### config.mk
export PLATFORM = sky130hd
export DESIGN_NAME = ac_rms_voltage_frequency_meter
export DESIGN_NICKNAME = d
export VERILOG_FILES = /design/src/design/acrms_pkg.sv /design/src/design/ac_rms_voltage_frequency_meter.sv /design/src/design/acrms_square.sv /design/src/design/acrms_divider.sv /design/src/design/acrms_sqrt.sv
export SDC_FILE = /design/constraint.sdc
export NUM_CORES = 2
export LEC_CHECK = 0
export BUFFER_PORTS_ARGS = -buffer_cell sky130_fd_sc_hd__buf_2
export CORE_MARGIN = 2
export CORE_UTILIZATION = 60
export CTS_BUF_LIST = sky130_fd_sc_hd__clkbuf_2 sky130_fd_sc_hd__clkbuf_4 sky130_fd_sc_hd__clkbuf_8
export DETAILED_ROUTE_END_ITERATION = 16
export PLACE_DENSITY = 0.8
export SLEW_MARGIN = 20
export SYNTH_ARGS = -nofsm -noshare
export SYNTH_HDL_FRONTEND = slang
export SYNTH_HIERARCHICAL = 1
export SYNTH_SLANG_ARGS = --single-unit
### constraint.sdc
create_clock -name clock -period 6.82 [get_ports clock]
set_input_delay 1.023 -clock clock [delete_from_list [all_inputs] [get_ports clock]]
set_output_delay 1.023 -clock clock [all_outputs]
set_load 0.01 [all_outputs]
### src/design/acrms_pkg.sv
// ----------------------------------------------------------------------------
// acrms_pkg: shared constants for the AC RMS voltage and frequency meter
// Field widths, register indexes, reset values and arithmetic constants.
// ----------------------------------------------------------------------------
package acrms_pkg;

   // parameter defaults
   localparam int ADC_BITS_DEF   = 10;
   localparam int MAX_WINDOW_DEF = 4096;

   // field widths
   localparam int SAMPLE_W  = 10;
   localparam int REQ_W     = 16;
   localparam int VOLT_W    = 14;
   localparam int FREQ_W    = 16;
   localparam int RSP_W     = 32;
   localparam int CNT_W     = 13;
   localparam int SUM_W     = 32;
   localparam int IVL_W     = 16;
   localparam int MID_W     = 10;
   localparam int GAIN_W    = 16;
   localparam int OFS_W     = 11;
   localparam int CSR_IDX_W = 3;
   localparam int CSR_DAT_W = 16;

   // frequency scaling: 0.01 Hz units, two crossings per period
   localparam int NUM_K_W = 26;
   localparam logic [NUM_K_W-1:0] FREQ_NUM = 26'd50000000;

   // shared divider and root unit sizes
   localparam int DVD_W  = CNT_W + NUM_K_W;
   localparam int DVS_W  = CNT_W + IVL_W;
   localparam int ROOT_W = SUM_W / 2;

   // register indexes
   localparam logic [CSR_IDX_W-1:0] REG_SAMPLE_SIZE = 3'd0;
   localparam logic [CSR_IDX_W-1:0] REG_INTERVAL    = 3'd1;
   localparam logic [CSR_IDX_W-1:0] REG_MID_POINT   = 3'd2;
   localparam logic [CSR_IDX_W-1:0] REG_SCALE_GAIN  = 3'd3;
   localparam logic [CSR_IDX_W-1:0] REG_OFFSET      = 3'd4;
   localparam logic [CSR_IDX_W-1:0] REG_MIN_VOLTAGE = 3'd5;
   localparam logic [CSR_IDX_W-1:0] REG_MAX_VOLTAGE = 3'd6;

   // register reset values
   localparam logic [CNT_W-1:0]  RST_SAMPLE_SIZE = 13'd100;
   localparam logic [IVL_W-1:0]  RST_INTERVAL    = 16'd1000;
   localparam logic [MID_W-1:0]  RST_MID_POINT   = 10'd512;
   localparam logic [GAIN_W-1:0] RST_SCALE_GAIN  = 16'd256;
   localparam logic [OFS_W-1:0]  RST_OFFSET      = 11'd0;
   localparam logic [VOLT_W-1:0] RST_MIN_VOLTAGE = 14'd0;
   localparam logic [VOLT_W-1:0] RST_MAX_VOLTAGE = 14'd10000;

endpackage

### src/design/ac_rms_voltage_frequency_meter.sv
// ----------------------------------------------------------------------------
// ac_rms_voltage_frequency_meter: true-RMS voltage and line frequency meter
// Accumulates squared, centered converter samples and sign crossings over a
// window, then reports RMS voltage (0.1 V) and frequency (0.01 Hz).
// ----------------------------------------------------------------------------
// Usage:
//   req_*  : one converter sample per request (req_tdata[9:0]).
//   rsp_*  : one result per window, voltage in rsp_tdata[13:0] and
//            frequency in rsp_tdata[29:14].
//   csr_*  : register writes (index, data), always ready; write only while
//            the meter is idle.
// Samples: one at a time; a new sample is accepted only once the
//   bit-serial squarer (one multiplier bit per cycle) has finished and its
//   square has been accumulated.
// Window end: after the last sample of a window, the mean square passes the
//   shared 39-step restoring divider and the 16-step root unit, then the frequency
//   takes a second divider pass before the result enters the output register.
// Reset: registers return to defaults, sum and counters clear, the previous
//   sample reads as zero. No clearing pass is needed.
// Stall: a result waits in the output register; samples keep being accepted
//   until the next window end, which holds until that register is free.
// ----------------------------------------------------------------------------
module ac_rms_voltage_frequency_meter #(
   parameter int ADC_BITS   = acrms_pkg::ADC_BITS_DEF,
   parameter int MAX_WINDOW = acrms_pkg::MAX_WINDOW_DEF
) (
   input  logic                            clock,
   input  logic                            reset,
   // request channel
   input  logic                            req_tvalid,
   output logic                            req_tready,
   input  logic [acrms_pkg::REQ_W-1:0]     req_tdata,   // [9:0] adc_sample
   // result channel
   output logic                            rsp_tvalid,
   input  logic                            rsp_tready,
   output logic [acrms_pkg::RSP_W-1:0]     rsp_tdata,   // [13:0] voltage_dv,
                                                        // [29:14] freq_centihz
   // register write channel
   input  logic                            csr_valid,
   output logic                            csr_ready,
   input  logic [acrms_pkg::CSR_IDX_W-1:0] csr_index,
   input  logic [acrms_pkg::CSR_DAT_W-1:0] csr_data
);

   localparam int UW    = (ADC_BITS > acrms_pkg::MID_W) ? ADC_BITS : acrms_pkg::MID_W;
   localparam int CW    = UW + 1;
   localparam int SQ_W  = 2 * UW;
   localparam int CNT_W = acrms_pkg::CNT_W;
   localparam int SUM_W = acrms_pkg::SUM_W;
   localparam int DVD_W = acrms_pkg::DVD_W;
   localparam int DVS_W = acrms_pkg::DVS_W;
   localparam int RT_W  = acrms_pkg::ROOT_W;
   localparam int SC_W  = RT_W + acrms_pkg::GAIN_W;
   localparam int V_W   = SC_W - 8 + 2;

   // sequencer states
   localparam logic [2:0] S_IDLE    = 3'd0;
   localparam logic [2:0] S_SQ      = 3'd1;
   localparam logic [2:0] S_DIV1_GO = 3'd2;
   localparam logic [2:0] S_DIV1    = 3'd3;
   localparam logic [2:0] S_SQRT    = 3'd4;
   localparam logic [2:0] S_MUL     = 3'd5;
   localparam logic [2:0] S_DIV2    = 3'd6;
   localparam logic [2:0] S_OUT     = 3'd7;

   // configuration registers
   logic [CNT_W-1:0]                  size_ff;
   logic [acrms_pkg::IVL_W-1:0]       ivl_ff;
   logic [acrms_pkg::MID_W-1:0]       mid_ff;
   logic [acrms_pkg::GAIN_W-1:0]      gain_ff;
   logic signed [acrms_pkg::OFS_W-1:0] ofs_ff;
   logic [acrms_pkg::VOLT_W-1:0]      vmin_ff;
   logic [acrms_pkg::VOLT_W-1:0]      vmax_ff;

   // window state
   logic [2:0]         state_ff, state_in;
   logic [SUM_W-1:0]   sum_ff, sum_in;
   logic [CNT_W-1:0]   cnt_ff, cnt_in;
   logic [CNT_W-1:0]   xing_ff, xing_in;
   logic               prev_neg_ff, prev_neg_in;
   logic               prev_pos_ff, prev_pos_in;
   logic [DVD_W-1:0]   num_ff;
   logic [DVS_W-1:0]   den_ff;
   logic [SC_W-1:0]    scaled_ff;
   logic               rsp_valid_ff, rsp_valid_in;
   logic [acrms_pkg::RSP_W-1:0] rsp_data_ff;

   // datapath nets
   logic [UW-1:0]    code_u;
   logic [UW-1:0]    mid_u;
   logic [CW-1:0]    cen;
   logic [CW-1:0]    cen_neg;
   logic             c_neg;
   logic             c_zero;
   logic [UW-1:0]    mag;
   logic             crossing;
   logic [CNT_W-1:0] limit;
   logic [SUM_W:0]   sum_wide;
   logic             req_fire;
   logic             out_load;

   logic             sq_start, sq_done;
   logic [SQ_W-1:0]  sq_prod;
   logic             div_start, div_done;
   logic [DVD_W-1:0] div_dvd, div_quo;
   logic [DVS_W-1:0] div_dvs;
   logic             rt_start, rt_done;
   logic [RT_W-1:0]  rt_root;

   logic signed [V_W-1:0]        volt_s;
   logic [acrms_pkg::VOLT_W-1:0] volt;
   logic [acrms_pkg::FREQ_W-1:0] freq;

   // register writes
   assign csr_ready = 1'b1;

   always_ff @(posedge clock) begin
      if (reset) begin
         size_ff <= acrms_pkg::RST_SAMPLE_SIZE;
         ivl_ff  <= acrms_pkg::RST_INTERVAL;
         mid_ff  <= acrms_pkg::RST_MID_POINT;
         gain_ff <= acrms_pkg::RST_SCALE_GAIN;
         ofs_ff  <= acrms_pkg::RST_OFFSET;
         vmin_ff <= acrms_pkg::RST_MIN_VOLTAGE;
         vmax_ff <= acrms_pkg::RST_MAX_VOLTAGE;
      end else if (csr_valid) begin
         case (csr_index)
            acrms_pkg::REG_SAMPLE_SIZE: size_ff <= csr_data[CNT_W-1:0];
            acrms_pkg::REG_INTERVAL:    ivl_ff  <= csr_data;
            acrms_pkg::REG_MID_POINT:   mid_ff  <= csr_data[acrms_pkg::MID_W-1:0];
            acrms_pkg::REG_SCALE_GAIN:  gain_ff <= csr_data;
            acrms_pkg::REG_OFFSET:      ofs_ff  <= csr_data[acrms_pkg::OFS_W-1:0];
            acrms_pkg::REG_MIN_VOLTAGE: vmin_ff <= csr_data[acrms_pkg::VOLT_W-1:0];
            acrms_pkg::REG_MAX_VOLTAGE: vmax_ff <= csr_data[acrms_pkg::VOLT_W-1:0];
            default: ;
         endcase
      end
   end

   // centering, magnitude and crossing detect
   assign code_u   = UW'(req_tdata[ADC_BITS-1:0]);
   assign mid_u    = UW'(mid_ff);
   assign cen      = {1'b0, code_u} - {1'b0, mid_u};
   assign cen_neg  = CW'(0) - cen;
   assign c_neg    = cen[CW-1];
   assign c_zero   = (cen == '0);
   assign mag      = c_neg ? cen_neg[UW-1:0] : cen[UW-1:0];
   assign crossing = (prev_neg_ff && !c_neg) || (prev_pos_ff && (c_neg || c_zero));

   // effective window length
   always_comb begin
      if (size_ff == '0) begin
         limit = CNT_W'(1);
      end else if (size_ff > CNT_W'(MAX_WINDOW)) begin
         limit = CNT_W'(MAX_WINDOW);
      end else begin
         limit = size_ff;
      end
   end

   assign sum_wide   = {1'b0, sum_ff} + (SUM_W+1)'(sq_prod);
   assign req_tready = (state_ff == S_IDLE);
   assign req_fire   = req_tvalid && req_tready;
   assign out_load   = (state_ff == S_OUT) && (!rsp_valid_ff || rsp_tready);

   // unit starts and the shared divider operand select
   assign sq_start  = req_fire;
   assign div_start = (state_ff == S_DIV1_GO) || (state_ff == S_MUL);
   assign div_dvd   = (state_ff == S_MUL) ? num_ff : DVD_W'(sum_ff);
   assign div_dvs   = (state_ff == S_MUL) ? den_ff : DVS_W'(cnt_ff);
   assign rt_start  = (state_ff == S_DIV1) && div_done;

   // result formatting
   always_comb begin
      volt_s = $signed({2'b00, scaled_ff[SC_W-1:8]}) + V_W'(ofs_ff);
      if (volt_s < $signed(V_W'(vmin_ff))) begin
         volt_s = '0;
      end
      if (volt_s > $signed(V_W'(vmax_ff))) begin
         volt_s = $signed(V_W'(vmax_ff));
      end
      volt = volt_s[acrms_pkg::VOLT_W-1:0];
      if (den_ff == '0) begin
         freq = (xing_ff != '0) ? '1 : '0;
      end else if (div_quo[DVD_W-1:acrms_pkg::FREQ_W] != '0) begin
         freq = '1;
      end else begin
         freq = div_quo[acrms_pkg::FREQ_W-1:0];
      end
   end

   // sequencer and window accumulation
   always_comb begin
      state_in     = state_ff;
      sum_in       = sum_ff;
      cnt_in       = cnt_ff;
      xing_in      = xing_ff;
      prev_neg_in  = prev_neg_ff;
      prev_pos_in  = prev_pos_ff;
      rsp_valid_in = rsp_valid_ff && !rsp_tready;
      case (state_ff)
         S_IDLE: begin
            if (req_fire) begin
               cnt_in      = cnt_ff + CNT_W'(1);
               xing_in     = crossing ? xing_ff + CNT_W'(1) : xing_ff;
               prev_neg_in = c_neg;
               prev_pos_in = !c_neg && !c_zero;
               state_in    = S_SQ;
            end
         end
         S_SQ: begin
            if (sq_done) begin
               sum_in   = sum_wide[SUM_W] ? '1 : sum_wide[SUM_W-1:0];
               state_in = (cnt_ff >= limit) ? S_DIV1_GO : S_IDLE;
            end
         end
         S_DIV1_GO: state_in = S_DIV1;
         S_DIV1: begin
            if (div_done) begin
               state_in = S_SQRT;
            end
         end
         S_SQRT: begin
            if (rt_done) begin
               state_in = S_MUL;
            end
         end
         S_MUL: state_in = S_DIV2;
         S_DIV2: begin
            if (div_done) begin
               state_in = S_OUT;
            end
         end
         S_OUT: begin
            if (out_load) begin
               rsp_valid_in = 1'b1;
               sum_in       = '0;
               cnt_in       = '0;
               xing_in      = '0;
               state_in     = S_IDLE;
            end
         end
         default: state_in = S_IDLE;
      endcase
   end

   always_ff @(posedge clock) begin
      if (reset) begin
         state_ff     <= S_IDLE;
         sum_ff       <= '0;
         cnt_ff       <= '0;
         xing_ff      <= '0;
         prev_neg_ff  <= 1'b0;
         prev_pos_ff  <= 1'b0;
         rsp_valid_ff <= 1'b0;
      end else begin
         state_ff     <= state_in;
         sum_ff       <= sum_in;
         cnt_ff       <= cnt_in;
         xing_ff      <= xing_in;
         prev_neg_ff  <= prev_neg_in;
         prev_pos_ff  <= prev_pos_in;
         rsp_valid_ff <= rsp_valid_in;
      end
   end

   // window-end products, each registered before use
   always_ff @(posedge clock) begin
      if (state_ff == S_DIV1_GO) begin
         num_ff <= DVD_W'(xing_ff) * DVD_W'(acrms_pkg::FREQ_NUM);
         den_ff <= DVS_W'(cnt_ff) * DVS_W'(ivl_ff);
      end
      if (state_ff == S_MUL) begin
         scaled_ff <= SC_W'(rt_root) * SC_W'(gain_ff);
      end
      if (out_load) begin
         rsp_data_ff <= acrms_pkg::RSP_W'({freq, volt});
      end
   end

   assign rsp_tvalid = rsp_valid_ff;
   assign rsp_tdata  = rsp_data_ff;

   acrms_square #(
      .W (UW)
   ) u_square (
      .clock   (clock),
      .reset   (reset),
      .start   (sq_start),
      .operand (mag),
      .done    (sq_done),
      .product (sq_prod)
   );

   acrms_divider #(
      .DVD_W (DVD_W),
      .DVS_W (DVS_W)
   ) u_divider (
      .clock    (clock),
      .reset    (reset),
      .start    (div_start),
      .dividend (div_dvd),
      .divisor  (div_dvs),
      .done     (div_done),
      .quotient (div_quo)
   );

   acrms_sqrt #(
      .IN_W (SUM_W)
   ) u_sqrt (
      .clock    (clock),
      .reset    (reset),
      .start    (rt_start),
      .radicand (div_quo[SUM_W-1:0]),
      .done     (rt_done),
      .root     (rt_root)
   );

   // checks
   a_cnt_bound: assert property (@(posedge clock) disable iff (reset)
      cnt_ff <= CNT_W'(MAX_WINDOW))
      else $error("sample count exceeds window limit");

   a_xing_bound: assert property (@(posedge clock) disable iff (reset)
      xing_ff <= cnt_ff)
      else $error("more crossings than samples");

   a_mean_fits: assert property (@(posedge clock) disable iff (reset)
      (state_ff == S_DIV1 && div_done) |-> (div_quo[DVD_W-1:SUM_W] == '0))
      else $error("mean square wider than root input");

   a_rsp_source: assert property (@(posedge clock) disable iff (reset)
      $rose(rsp_valid_ff) |-> $past(state_ff == S_OUT))
      else $error("result raised outside output state");

endmodule

### src/design/acrms_square.sv
// ----------------------------------------------------------------------------
// acrms_square: bit-serial squarer
// Shift-and-add multiply of an operand by itself, one multiplier bit a cycle.
// ----------------------------------------------------------------------------
module acrms_square #(
   parameter int W = 10
) (
   input  logic           clock,
   input  logic           reset,
   input  logic           start,
   input  logic [W-1:0]   operand,
   output logic           done,
   output logic [2*W-1:0] product
);

   localparam int CW = $clog2(W + 1);

   logic [2*W-1:0] mcand_ff, mcand_in;
   logic [W-1:0]   mplier_ff, mplier_in;
   logic [2*W-1:0] prod_ff, prod_in;
   logic [CW-1:0]  cnt_ff, cnt_in;
   logic           busy_ff, busy_in;
   logic           done_ff, done_in;

   // one partial product per cycle, multiplier consumed LSB first
   always_comb begin
      mcand_in  = mcand_ff;
      mplier_in = mplier_ff;
      prod_in   = prod_ff;
      cnt_in    = cnt_ff;
      busy_in   = busy_ff;
      done_in   = 1'b0;
      if (start) begin
         mcand_in  = (2*W)'(operand);
         mplier_in = operand;
         prod_in   = '0;
         cnt_in    = CW'(W);
         busy_in   = 1'b1;
      end else if (busy_ff) begin
         if (mplier_ff[0]) begin
            prod_in = prod_ff + mcand_ff;
         end
         mcand_in  = {mcand_ff[2*W-2:0], 1'b0};
         mplier_in = {1'b0, mplier_ff[W-1:1]};
         cnt_in    = cnt_ff - CW'(1);
         if (cnt_ff == CW'(1)) begin
            busy_in = 1'b0;
            done_in = 1'b1;
         end
      end
   end

   always_ff @(posedge clock) begin
      if (reset) begin
         busy_ff <= 1'b0;
         done_ff <= 1'b0;
         cnt_ff  <= '0;
      end else begin
         busy_ff <= busy_in;
         done_ff <= done_in;
         cnt_ff  <= cnt_in;
      end
   end

   always_ff @(posedge clock) begin
      mcand_ff  <= mcand_in;
      mplier_ff <= mplier_in;
      prod_ff   <= prod_in;
   end

   assign done    = done_ff;
   assign product = prod_ff;

endmodule

### src/design/acrms_divider.sv
// ----------------------------------------------------------------------------
// acrms_divider: restoring divider
// Unsigned division, one quotient bit a cycle; shared by both window divides.
// ----------------------------------------------------------------------------
module acrms_divider #(
   parameter int DVD_W = 39,
   parameter int DVS_W = 29
) (
   input  logic             clock,
   input  logic             reset,
   input  logic             start,
   input  logic [DVD_W-1:0] dividend,
   input  logic [DVS_W-1:0] divisor,
   output logic             done,
   output logic [DVD_W-1:0] quotient
);

   localparam int CW = $clog2(DVD_W + 1);

   logic [DVS_W-1:0] rem_ff, rem_in;
   logic [DVD_W-1:0] quo_ff, quo_in;
   logic [DVS_W-1:0] dvs_ff, dvs_in;
   logic [CW-1:0]    cnt_ff, cnt_in;
   logic             busy_ff, busy_in;
   logic             done_ff, done_in;
   logic [DVS_W:0]   rem_shift;
   logic             fits;

   assign rem_shift = {rem_ff, quo_ff[DVD_W-1]};
   assign fits      = rem_shift >= {1'b0, dvs_ff};

   // shift in the next dividend bit, subtract when the divisor fits
   always_comb begin
      rem_in  = rem_ff;
      quo_in  = quo_ff;
      dvs_in  = dvs_ff;
      cnt_in  = cnt_ff;
      busy_in = busy_ff;
      done_in = 1'b0;
      if (start) begin
         rem_in  = '0;
         quo_in  = dividend;
         dvs_in  = divisor;
         cnt_in  = CW'(DVD_W);
         busy_in = 1'b1;
      end else if (busy_ff) begin
         if (fits) begin
            rem_in = DVS_W'(rem_shift - {1'b0, dvs_ff});
         end else begin
            rem_in = rem_shift[DVS_W-1:0];
         end
         quo_in = {quo_ff[DVD_W-2:0], fits};
         cnt_in = cnt_ff - CW'(1);
         if (cnt_ff == CW'(1)) begin
            busy_in = 1'b0;
            done_in = 1'b1;
         end
      end
   end

   always_ff @(posedge clock) begin
      if (reset) begin
         busy_ff <= 1'b0;
         done_ff <= 1'b0;
         cnt_ff  <= '0;
      end else begin
         busy_ff <= busy_in;
         done_ff <= done_in;
         cnt_ff  <= cnt_in;
      end
   end

   always_ff @(posedge clock) begin
      rem_ff <= rem_in;
      quo_ff <= quo_in;
      dvs_ff <= dvs_in;
   end

   assign done     = done_ff;
   assign quotient = quo_ff;

endmodule

### src/design/acrms_sqrt.sv
// ----------------------------------------------------------------------------
// acrms_sqrt: digit-serial integer square root
// Floor square root, two radicand bits (one root bit) a cycle.
// ----------------------------------------------------------------------------
module acrms_sqrt #(
   parameter int IN_W = 32
) (
   input  logic              clock,
   input  logic              reset,
   input  logic              start,
   input  logic [IN_W-1:0]   radicand,
   output logic              done,
   output logic [IN_W/2-1:0] root
);

   localparam int RT_W = IN_W / 2;
   localparam int CW   = $clog2(RT_W + 1);

   logic [IN_W-1:0] x_ff, x_in;
   logic [RT_W:0]   rem_ff, rem_in;
   logic [RT_W-1:0] root_ff, root_in;
   logic [CW-1:0]   cnt_ff, cnt_in;
   logic            busy_ff, busy_in;
   logic            done_ff, done_in;
   logic [RT_W+2:0] rem_t;
   logic [RT_W+2:0] trial;
   logic            fits;

   assign rem_t = {rem_ff, x_ff[IN_W-1:IN_W-2]};
   assign trial = {1'b0, root_ff, 2'b01};
   assign fits  = rem_t >= trial;

   // classic digit-by-digit root: try 4*root + 1 against the partial remainder
   always_comb begin
      x_in    = x_ff;
      rem_in  = rem_ff;
      root_in = root_ff;
      cnt_in  = cnt_ff;
      busy_in = busy_ff;
      done_in = 1'b0;
      if (start) begin
         x_in    = radicand;
         rem_in  = '0;
         root_in = '0;
         cnt_in  = CW'(RT_W);
         busy_in = 1'b1;
      end else if (busy_ff) begin
         x_in = {x_ff[IN_W-3:0], 2'b00};
         if (fits) begin
            rem_in = (RT_W+1)'(rem_t - trial);
         end else begin
            rem_in = rem_t[RT_W:0];
         end
         root_in = {root_ff[RT_W-2:0], fits};
         cnt_in  = cnt_ff - CW'(1);
         if (cnt_ff == CW'(1)) begin
            busy_in = 1'b0;
            done_in = 1'b1;
         end
      end
   end

   always_ff @(posedge clock) begin
      if (reset) begin
         busy_ff <= 1'b0;
         done_ff <= 1'b0;
         cnt_ff  <= '0;
      end else begin
         busy_ff <= busy_in;
         done_ff <= done_in;
         cnt_ff  <= cnt_in;
      end
   end

   always_ff @(posedge clock) begin
      x_ff    <= x_in;
      rem_ff  <= rem_in;
      root_ff <= root_in;
   end

   assign done = done_ff;
   assign root = root_ff;

endmodule
==> results.yml <==
critical_path:
  startpoint_type: "flop"
  critPathKind: "reg -> reg"
  cp.required_ns: 7.25
  path_max_fanout: 9
  cp-end-kind: "flop"
  crit_arrival_ns: 7.02
power_and_ir_drop:
  seqPwrFrac: 0.408
  ir_worst_vdd_uv: 177
  power_switching_mw: 2.76
  total_leakage_power_nw: 23.2
  clockPowerShare: 0.363
  internal_power_mw: 6.00
  pwr-share-comb: 0.228
  power_density_nw_per_um2: 176
  power_switching_share: 0.315
cts:
  cts_root_buf: "clkbuf_8"
  cts.sinks: 506
  clockBufferDepth: 3
  ctsHtreeMaxLevel: 3
  clk_pin_slew_ns: 0.06
  cts_tree: "done"
  insertion_delay_ns: 0.72
  cts_buffers: 86
  ctsHoldBuffers: 0
logic_synthesis:
  yosysSeqAreaShare: 0.269
  synth_edf_count: 235
  yosys_warnings: 6
  syn_area_um2: 46400
  syn-mean-instance-area_um2: 9.17
  netlist.area_leader.share: 0.186
  synth.area.top_cells: "fa_1 (19%), edfxtp_1 (15%), ha_1 (12%)"
  async_flop_share: 0
  ys_ff_latch: 506
  syn_inst: 5059
  synth_cell_types: 113
  yosysTopAreaCell: "fa_1"
  synthTopCellsByCount: "nand2_1 (792), inv_1 (668), ha_1 (436)"
  yosysMostFrequentCell: "nand2_1"
  synthFlopType: "dfxtp_1"
timing:
  slew_headroom: 0.300
  fin_tns_setup_ns: 0
  fmax_ghz: 0.152
  period_needed_ns: 6.59
  setup_viol: 0
  finalCritPeriodShare: 0.966
  hold_ws_ns: 0.454
  rsz0062_at_grt: "false"
  hold_viol_final: 0
  skew_ns: 0.0416
  finalMaxSlewViolations: 0
  tightest_slew_ns: 1.05
die:
  ios: 75
  coreArea_um2: 76200
  dieArea_um2: 79600
  die_y_um: 282
  num_rows: 101
  start_util: 0.609
  die_x_um: 282
route:
  drt_iter0_markers: 2439
  remaining_drc_errors: 0
  vias_per_cell: 5.74
  dr.pass1.iters: 6
  routed_wl_um: 109000
  route.antenna.remaining_nets: 0
  via_count: 35400
  wire_per_inst_um: 17.7
layout:
  layout-drive-gt1-share: 0.0939
  fillers: 6051
  post-route-util: 0.654
  synthToLayoutAreaGrowth_pct: 7.40
  multi_input_area_um2: 30500
  postLayoutCellArea_um2: 49800
  finish.net_count: 5985
  regArea_um2: 12500
global_route:
  grt-ovfl-total: 0
  track_usage: 0.281
  grt_max_degree: 77
  antenna_found_initial: 1
  grt_pass1_vias: 35900
  grt_pass1_wl_um: 180000
placed_design:
  gp_congestion: 0.935
  dpl.hpwl_um: 83100
  port-buffer-count: 65
  placed_area_um2: 47800
status:
  status: "finished clean"
run:
  max-cap-violations: 0
hold_path:
  min-delay-path-class: "reg -> reg"
flip-flops by register name, indices dropped and copies added, names as in the netlist, 11 cells and up:
register,cells
u_sqrt/x_ff,32
vmax_ff,14
xing_ff,13
u_divider/quotient,39
u_divider/dvs_ff,29
ivl_ff,16
u_sqrt/rem_ff,17
cnt_ff,13
u_square/product,20
num_ff,32
scaled_ff,24
gain_ff,16
u_square/mcand_ff,20
rsp_tdata,30
ofs_ff,11
size_ff,13
u_divider/rem_ff,29
sum_ff,32
u_sqrt/root,16
den_ff,29
vmin_ff,14
critical path, stage by stage, from the launching register on:
cell and delay, ns:
dfxtp_1 0.54, buf_4 0.25, nand2_1 0.09, fa_1 0.51, inv_1 0.06, fa_1 0.56
fa_1 0.44, fa_1 0.50, inv_1 0.06, fa_1 0.54, inv_1 0.06, fa_1 0.47
ha_1 0.36, a21o_1 0.22, a21oi_1 0.19, o31ai_2 0.13, nand4_1 0.23, a21oi_1 0.15
nor2_1 0.16, o221ai_1 0.18, o41ai_1 0.48, xnor2_1 0.13
routing by layer:
layer,global-route usage,share of wire,vias to the layer above
met5,0,0,-
met1,0.371,0.43,17200
met2,0.470,0.48,1111
li1,-,-,16900
met3,0.0473,0.064,234
met4,0.0956,0.031,0
power groups by stage:
stage / Combinational [mW] / Clock (mW) / Sequential, mW
detailed placement: 1.96 / 0 / 3.64
finish: 2.00 / 3.19 / 3.58
global route: 2.25 / 3.37 / 3.60
CTS: 1.99 / 3.25 / 3.58
global placement: 1.90 / 0 / 3.63
floorplan: 1.62 / 0 / 3.54
layout by cell type, fill, tap and decap left out, types with 16 or more instances in the layout:
cell and instances:
a31oi_1 30, o21ai_0 130, o21a_1 38, nand4_1 36
a21o_1 77, dfxtp_1 265, o21ai_1 21, o211ai_1 16
fa_1 432, inv_1 665, nor2b_1 32, mux2i_1 40
nor2_1 248, nor3_1 48, ha_1 435, a21oi_1 280
and2_1 240, nand3b_1 18, buf_2 64, a211oi_1 54
mux2_2 73, and3_1 38, xnor2_1 125, xor2_1 61
a311oi_1 25, a22o_1 17, nand2b_1 31, nor4_1 25
edfxtp_1 235, buf_4 87, clkbuf_8 103, nand3_1 60
clkbuf_4 22, nand2_1 792
through the flow:
| step | power (mW) | worst slack, ns | instances |
|---|---|---|---|
| 3_5_place_dp | 5.60 | 0.110 | 6018 |
| 4_1_cts | 8.81 | 0.0724 | 6175 |
| 5_1_grt | 9.23 | 0.00937 | 6177 |
| 3_3_place_gp | 5.53 | 0.144 | 6018 |
| 6_report | 8.77 | 0.233 | 6177 |
| 2_1_floorplan | 5.16 | 0.470 | 5060 |
cell families after synthesis:
| kind of cell | share of synthesized area |
|---|---|
| XOR/XNOR | 0.0358 |
| multiplexers | 0.0266 |
| other | 0.000162 |
| AO/OA/AOI/OAI | 0.125 |
| buffers and inverters | 0.0743 |
| flip-flops | 0.269 |
| adder cells (fa/ha/maj) | 0.304 |
| AND/OR/NAND/NOR | 0.165 |
worst paths after layout:
path	cells past startpoint	endpoint	slack [ns]	startpoint
hold / removal	2	vmin_ff[12]	0.45	vmin_ff[12]
hold reg to reg	2	vmin_ff[12]	0.45	vmin_ff[12]
setup reg to reg	21	scaled_ff[31]	0.23	gain_ff[5]
setup / recovery	21	scaled_ff[31]	0.23	gain_ff[5]
area by class of cell:
type	count	share of cell area
multi-input cells	3662	0.613
flip-flops and latches	506	0.251
inverters	668	0.0504
clock buffers	125	0.0318
well taps	1030	0.0259
repair buffers	153	0.0203
clock inverters	32	0.00841
diodes	1	0.0000502
timing repair:
action,in CTS,in global routing
endpoints found under the setup margin,0,22
setup buffers,0,1
resized for setup,0,9
(Power assumes the default switching activity.)
